--- src/sv/assert_macros.svh ---
// ----------------------------------------------------------------------------
// assert_macros.svh
// Concurrent assertion helpers; define ASSERT_OFF to compile them out.
// ----------------------------------------------------------------------------
`ifndef ASSERT_MACROS_SVH
`define ASSERT_MACROS_SVH
`ifndef ASSERT_OFF
`define ASSERT_IMPLY(lbl, clk, rstn, ante, cons, msg) \
  lbl: assert property (@(posedge clk) disable iff (!(rstn)) (ante) |-> (cons)) \
    else $error(msg);
`define ASSERT_NEXT(lbl, clk, rstn, ante, cons, msg) \
  lbl: assert property (@(posedge clk) disable iff (!(rstn)) (ante) |=> (cons)) \
    else $error(msg);
`else
`define ASSERT_IMPLY(lbl, clk, rstn, ante, cons, msg)
`define ASSERT_NEXT(lbl, clk, rstn, ante, cons, msg)
`endif
`endif

--- src/sv/bblur_pkg.sv ---
// ----------------------------------------------------------------------------
// bblur_pkg
// Shared types, constants and control/status bundles of the 3x3 box blur.
// ----------------------------------------------------------------------------
package bblur_pkg;

  localparam int CH_W       = 8;
  localparam int PIX_W      = 3 * CH_W;
  localparam int SUM_W      = 12;            // 9 * 255
  localparam int NUM_W      = 4;             // up to 9 neighbors
  localparam int DVD_W      = SUM_W + 1;     // 2*sum + n
  localparam int DVS_W      = NUM_W + 1;     // 2*n
  localparam int REM_W      = DVD_W - CH_W;
  localparam int DIV_STEPS  = CH_W;
  localparam int STEP_W     = 4;
  localparam int WREG_W     = 11;
  localparam int ROW_W      = 16;
  localparam int CFG_W      = 16;
  localparam int CFG_ADDR_W = 1;

  localparam logic CMD_PIXEL = 1'b0;
  localparam logic CMD_DRAIN = 1'b1;

  localparam logic [CFG_ADDR_W-1:0] REG_IMAGE_WIDTH  = 1'b0;
  localparam logic [CFG_ADDR_W-1:0] REG_IMAGE_HEIGHT = 1'b1;

  typedef logic [PIX_W-1:0] pix_t;

  // Which result is being built
  typedef enum logic [1:0] {
    KIND_MAIN  = 2'd0,   // centered one column left of the newest pixel
    KIND_EDGE  = 2'd1,   // right-edge result at the end of a row
    KIND_DRAIN = 2'd2    // last-row result from the line buffers
  } kind_t;

  typedef struct packed {
    logic  pix_start;
    logic  pix_shift;
    logic  drain_start;
    logic  drain_rd;
    logic  acc_start;
    logic  acc_add;
    logic  j_inc;
    logic  div_load;
    logic  div_step;
    logic  out_load;
    logic  drain_adv;
    kind_t kind;
  } ctrl_cmd_t;

  typedef struct packed {
    logic pix_ok;
    logic drain_ok;
    logic res_main;
    logic res_edge;
    logic res2_pend;
    logic j_last;
    logic div_done;
    logic out_free;
  } ctrl_sts_t;

endpackage

--- src/sv/bblur_ctrl.sv ---
// ----------------------------------------------------------------------------
// bblur_ctrl
// Sequencer: accepts transactions and steps the datapath through each result.
// ----------------------------------------------------------------------------
module bblur_ctrl (
  input  logic                  clk,
  input  logic                  rst_n,
  input  logic                  in_tvalid,
  output logic                  in_tready,
  input  logic                  in_tuser,
  input  bblur_pkg::ctrl_sts_t  sts,
  output bblur_pkg::ctrl_cmd_t  cmd
);
  import bblur_pkg::*;

  typedef enum logic [7:0] {
    S_IDLE   = 8'b0000_0001,
    S_PSHIFT = 8'b0000_0010,
    S_ACC    = 8'b0000_0100,
    S_DRD    = 8'b0000_1000,
    S_DACC   = 8'b0001_0000,
    S_DIVL   = 8'b0010_0000,
    S_DIV    = 8'b0100_0000,
    S_OUT    = 8'b1000_0000
  } state_t;

  state_t state_r, state_nxt;
  kind_t  kind_r, kind_nxt;

  always_comb begin
    cmd       = '0;
    cmd.kind  = kind_r;
    state_nxt = state_r;
    kind_nxt  = kind_r;
    in_tready = 1'b0;
    unique case (state_r)
      S_IDLE: begin
        in_tready = 1'b1;
        if (in_tvalid) begin
          if (in_tuser == CMD_DRAIN) begin
            if (sts.drain_ok) begin
              cmd.drain_start = 1'b1;
              cmd.acc_start   = 1'b1;
              kind_nxt        = KIND_DRAIN;
              state_nxt       = S_DRD;
            end
          end else if (sts.pix_ok) begin
            cmd.pix_start = 1'b1;
            state_nxt     = S_PSHIFT;
          end
        end
      end
      S_PSHIFT: begin
        cmd.pix_shift = 1'b1;
        if (sts.res_main) begin
          cmd.acc_start = 1'b1;
          kind_nxt      = KIND_MAIN;
          state_nxt     = S_ACC;
        end else if (sts.res_edge) begin
          cmd.acc_start = 1'b1;
          kind_nxt      = KIND_EDGE;
          state_nxt     = S_ACC;
        end else begin
          state_nxt = S_IDLE;
        end
      end
      S_ACC: begin
        cmd.acc_add = 1'b1;
        if (sts.j_last) begin
          state_nxt = S_DIVL;
        end else begin
          cmd.j_inc = 1'b1;
        end
      end
      S_DRD: begin
        cmd.drain_rd = 1'b1;
        state_nxt    = S_DACC;
      end
      S_DACC: begin
        cmd.acc_add = 1'b1;
        if (sts.j_last) begin
          state_nxt = S_DIVL;
        end else begin
          cmd.j_inc = 1'b1;
          state_nxt = S_DRD;
        end
      end
      S_DIVL: begin
        cmd.div_load = 1'b1;
        state_nxt    = S_DIV;
      end
      S_DIV: begin
        if (sts.div_done) begin
          state_nxt = S_OUT;
        end else begin
          cmd.div_step = 1'b1;
        end
      end
      S_OUT: begin
        if (sts.out_free) begin
          cmd.out_load = 1'b1;
          state_nxt    = S_IDLE;
          if (kind_r == KIND_DRAIN) begin
            cmd.drain_adv = 1'b1;
          end else if ((kind_r == KIND_MAIN) && sts.res2_pend) begin
            cmd.acc_start = 1'b1;
            kind_nxt      = KIND_EDGE;
            state_nxt     = S_ACC;
          end
        end
      end
      default: state_nxt = S_IDLE;
    endcase
  end

  always_ff @(posedge clk) begin
    if (!rst_n) begin
      state_r <= S_IDLE;
      kind_r  <= KIND_MAIN;
    end else begin
      state_r <= state_nxt;
      kind_r  <= kind_nxt;
    end
  end

endmodule

--- config.mk ---
export PLATFORM = sky130hd
export DESIGN_NAME = bblur_ctrl
export DESIGN_NICKNAME = d
export VERILOG_FILES = /design/src/sv/assert_macros.svh /design/src/sv/bblur_pkg.sv /design/src/sv/bblur_ctrl.sv
export SDC_FILE = /design/constraint.sdc
export NUM_CORES = 1
export LEC_CHECK = 0
export BUFFER_PORTS_ARGS = -buffer_cell sky130_fd_sc_hd__buf_2
export CAP_MARGIN = 20
export CORE_MARGIN = 2
export CORE_UTILIZATION = 54
export CTS_BUF_LIST = sky130_fd_sc_hd__clkbuf_4 sky130_fd_sc_hd__clkbuf_8
export DETAILED_ROUTE_END_ITERATION = 7
export GPL_TIMING_DRIVEN = 1
export PLACE_DENSITY = 0.86
export SYNTH_ARGS = -nofsm -noshare
export SYNTH_HDL_FRONTEND = slang
export SYNTH_SLANG_ARGS = --single-unit
--- constraint.sdc ---
create_clock -name clk -period 4.4 [get_ports clk]
set_clock_uncertainty 0.2 [all_clocks]
set_input_delay 1.1 -clock clk [delete_from_list [all_inputs] [get_ports clk]]
set_output_delay 1.1 -clock clk [all_outputs]
set_load 0.005 [all_outputs]
==> parameters.txt <==
Parameter                              Value

Synthesis
  Part of the Yosys area used for sequential elements    0.2842
  Main synth FF type    dfxtp_1
  Number of storage elements in the synthesis netlist    10
  Synth Instances    83
  Yosys synthesis warning count    0
  Synth async-reset ratio    0
  Number of flops mapped to enable cells by yosys    0
  Synthesized area per cell    8.487 sq um
  Syn Nets    95
  Summed instance area of the synthesized netlist    between 700 and 800 sq um
  Post-synthesis cell type count    40

Floorplan
  Die extent in x    roughly 40 um
  Vertical die dimension    between 40 and 50 um
  Die Outline Area    between 0.0015 and 0.002 sq mm
  Number of ports placed on the die boundary    26
  Initial Util    0.5624
  Standard-cell row count    13
  Area of the core    ~0.0013 sq mm

Pwr
  Clock Power Share    0.265
  Worst vdd ir    between 0.2 and 0.25 mV
  Switch share    0.3789
  Static leakage    0.4162 nW
  Power density cells    between 300 and 400 mW/mm^2
  Internal power consumption    0.0002077 W
  Relative contribution of sequential cells to total power    0.353
  Combinational share of power    0.382
  Sw Pwr    around 0.00013 W

CTS
  Clk sinks    10
  Clock tree buffer depth    2
  Clock transition at the registers of the reported paths    70 ps
  Post-cts resize count    0
  Buffers inserted during post-CTS setup optimization    0
  Worst-Skew Late Latency    between 200 and 300 ps
  Number of buffers added by the clock tree synthesis step    3
  Master cell of the clock root buffer    clkbuf_4
  CTS tree    done
  CTS H-Tree Depth    1
  Hold-fix buffer count after cts    0

Worst hold path
  Start point of the worst min-delay path    kind_r[0]$_SDFFE_PN0P_
  Type of the most critical hold path    flop to flop
  Cell count of the worst hold path    1

Run status
  Outcome    completed

Critical path
  Max stage delay cell, worst path    nor3b_1
  Endpoint type of the worst setup path    primary output
  Critical Path Fanout Max    4
  Category of cells accounting for the largest share of critical-path delay    simple AND/OR/NAND/NOR gates
  Worst Path Arrival    a little under 2000 ps
  Setup slack on the worst flop-to-flop path    2480 ps
  Beginning of the worst register-to-register path    state_r[7]$_SDFFE_PN0P_
  Cell count along the critical path    6
  R2R depth    5
  Series of cell instances along the critical path    buf_2 -> nor3b_1 -> nand2_1 -> o22ai_2 -> or2_2 -> buf_2
  Endpoint required time on the critical path    roughly 3100 ps
  Kind of start point of the critical path    input pin
  Slowest stage delay, CP    230 ps
  Combined buffer and inverter count along the critical path    2
  Cell repeated most along the worst path    buf_2
  Kind of critical path    input pin to primary output
  Critical Path Source    sts[3]

STA
  Hold Worst Slack    around 350 ps
  Minimum clock period after layout    3241 ps
  Unrepaired setup endpoints after global routing    no
  Final hold violations    0
  Post-Route Setup TNS    0 ps
  Max-slew violation count    0
  Tcrit/Tclk final    0.7366
  Max-slew headroom    0.6861
  Transition time at the pin with the least slew margin    roughly 470 ps
  Final-report setup violation count    0
  Achievable clock frequency    between 300 and 400 MHz

Finish
  Footprint of the multi-input gates    470.5 sq um
  Number of filler instances in the final layout    ~110
  Share of final-layout standard cells stronger than drive strength 1    0.3636
  Area growth from synthesis to layout    22.91%
  Net total in the final layout    roughly 120
  N_diodes    0
  Final cell utilization of the core    0.6913
  Sequential cell area    between 200 and 250 sq um
  Final design area excluding fillers    865.8 sq um

Detailed routing
  Average wire per cell in the routed design    ~14 um
  Routed WL    roughly 1800 um
  Number of DRC violations after detailed-routing iteration 0    26
  Post-detailed-route DRC marker count    0
  Count of vias placed by the detailed router    roughly 730
  Drt pass-1 iters    4
  Number of vias per cell after detailed routing    about 6
  Antenna violation net count after detailed routing    0

Job
  Number of maximum-capacitance violations    0

Global route
  Wire length of the first global-routing pass    ~2600 um
  Initial antenna violation count    0
  Overall Global Routing Usage    0.2474
  Largest net degree at the start of global routing    10
  Via count of the first global-routing pass    573
  Remaining Overflow, GRT    0

Placement
  DP HPWL    1366 um
  Number of port buffers    25
  Post-placement cell area    slightly above 800 sq um
  Placer's final routability congestion estimate    0.8167
## worst register-to-register path, stage by stage (launching register included)
cell	delay [ps]
dfxtp_1	380
nor4_2	500
and4_4	350
nor4bb_4	70
nor3b_1	220
a41oi_1	70
## power by group through the flow
stage               sequential, W  clock (W)  combinational, W
floorplan                0.000116          0         0.0000894
global placement         0.000119          0          0.000120
detailed placement       0.000120          0          0.000127
CTS                      0.000118  0.0000876          0.000129
global route             0.000120  0.0000895          0.000143
finish                   0.000118  0.0000887          0.000128
## synthesized netlist by cell type (2+ instances only)
cell type	n	area [sq um]
a21oi_1	3	15.01
and4_4	2	22.52
dfxtp_1	10	200.2
inv_1	4	15.01
mux2i_1	2	20.02
nand2_1	5	18.77
nand3_1	3	15.01
nand4_1	2	12.51
nor2_1	12	45.04
nor2b_1	5	31.28
nor3_1	4	20.02
nor3b_1	2	15.01
o21a_1	2	15.01
## routing by layer
layer,vias up,wire length [um],track usage,share of wire
met5,-,0,0,0
met4,0,22,0.1034,0.013
met3,3,102,0.03333,0.058
met2,29,898,0.4476,0.51
met1,338,731,0.2857,0.42
li1,359,-,-,-
## flip-flops by register name, indices dropped and copies added, names as in the netlist
signal and cells:
state_r 8, kind_r 2
## metrics by stage
stage                     total power, W  setup slack, ps  std cells
final                          0.0003344             1159        125
after global routing           0.0003526             1029        125
after CTS                      0.0003340             1161        125
after detailed placement       0.0002463             1156        121
after global placement         0.0002393             1191        121
after floorplan                0.0002055             1400         83
## kinds of logic after synthesis
| group | synth area share |
|---|---|
| simple gates | 0.4867 |
| compound gates | 0.1279 |
| flops | 0.2842 |
| buf+inv | 0.04795 |
| xor+xnor | 0.02487 |
| mux | 0.02842 |
## cell type report
cell class / instances / share of cell area
well taps: 15 / 0.02168
multi-input cells: 67 / 0.5434
repair buffers: 25 / 0.1445
clock buffers: 4 / 0.04191
inverters: 4 / 0.01734
flip-flops and latches: 10 / 0.2312
## worst paths after layout
| check | to |
|---|---|
| setup / recovery | cmd[8] |
| hold / removal | kind_r[0]$_SDFFE_PN0P_ |
| setup reg to reg | state_r[0]$_SDFFE_PN1P_ |
| hold reg to reg | kind_r[0]$_SDFFE_PN0P_ |
## cell usage in the layout (no fill, tap or decap), drive strengths merged, types with 2 or more instances in the layout
cell    instances
and4            2
nor2           13
nand4           2
inv             4
dfxtp          10
nand2           6
nor2b           5
buf            25
mux2i           2
nand3           4
o21a            2
clkbuf          4
nor3b           2
a21oi           3
nor3            5
nor4            2
Note: power is estimated with default switching activity, not from simulation.
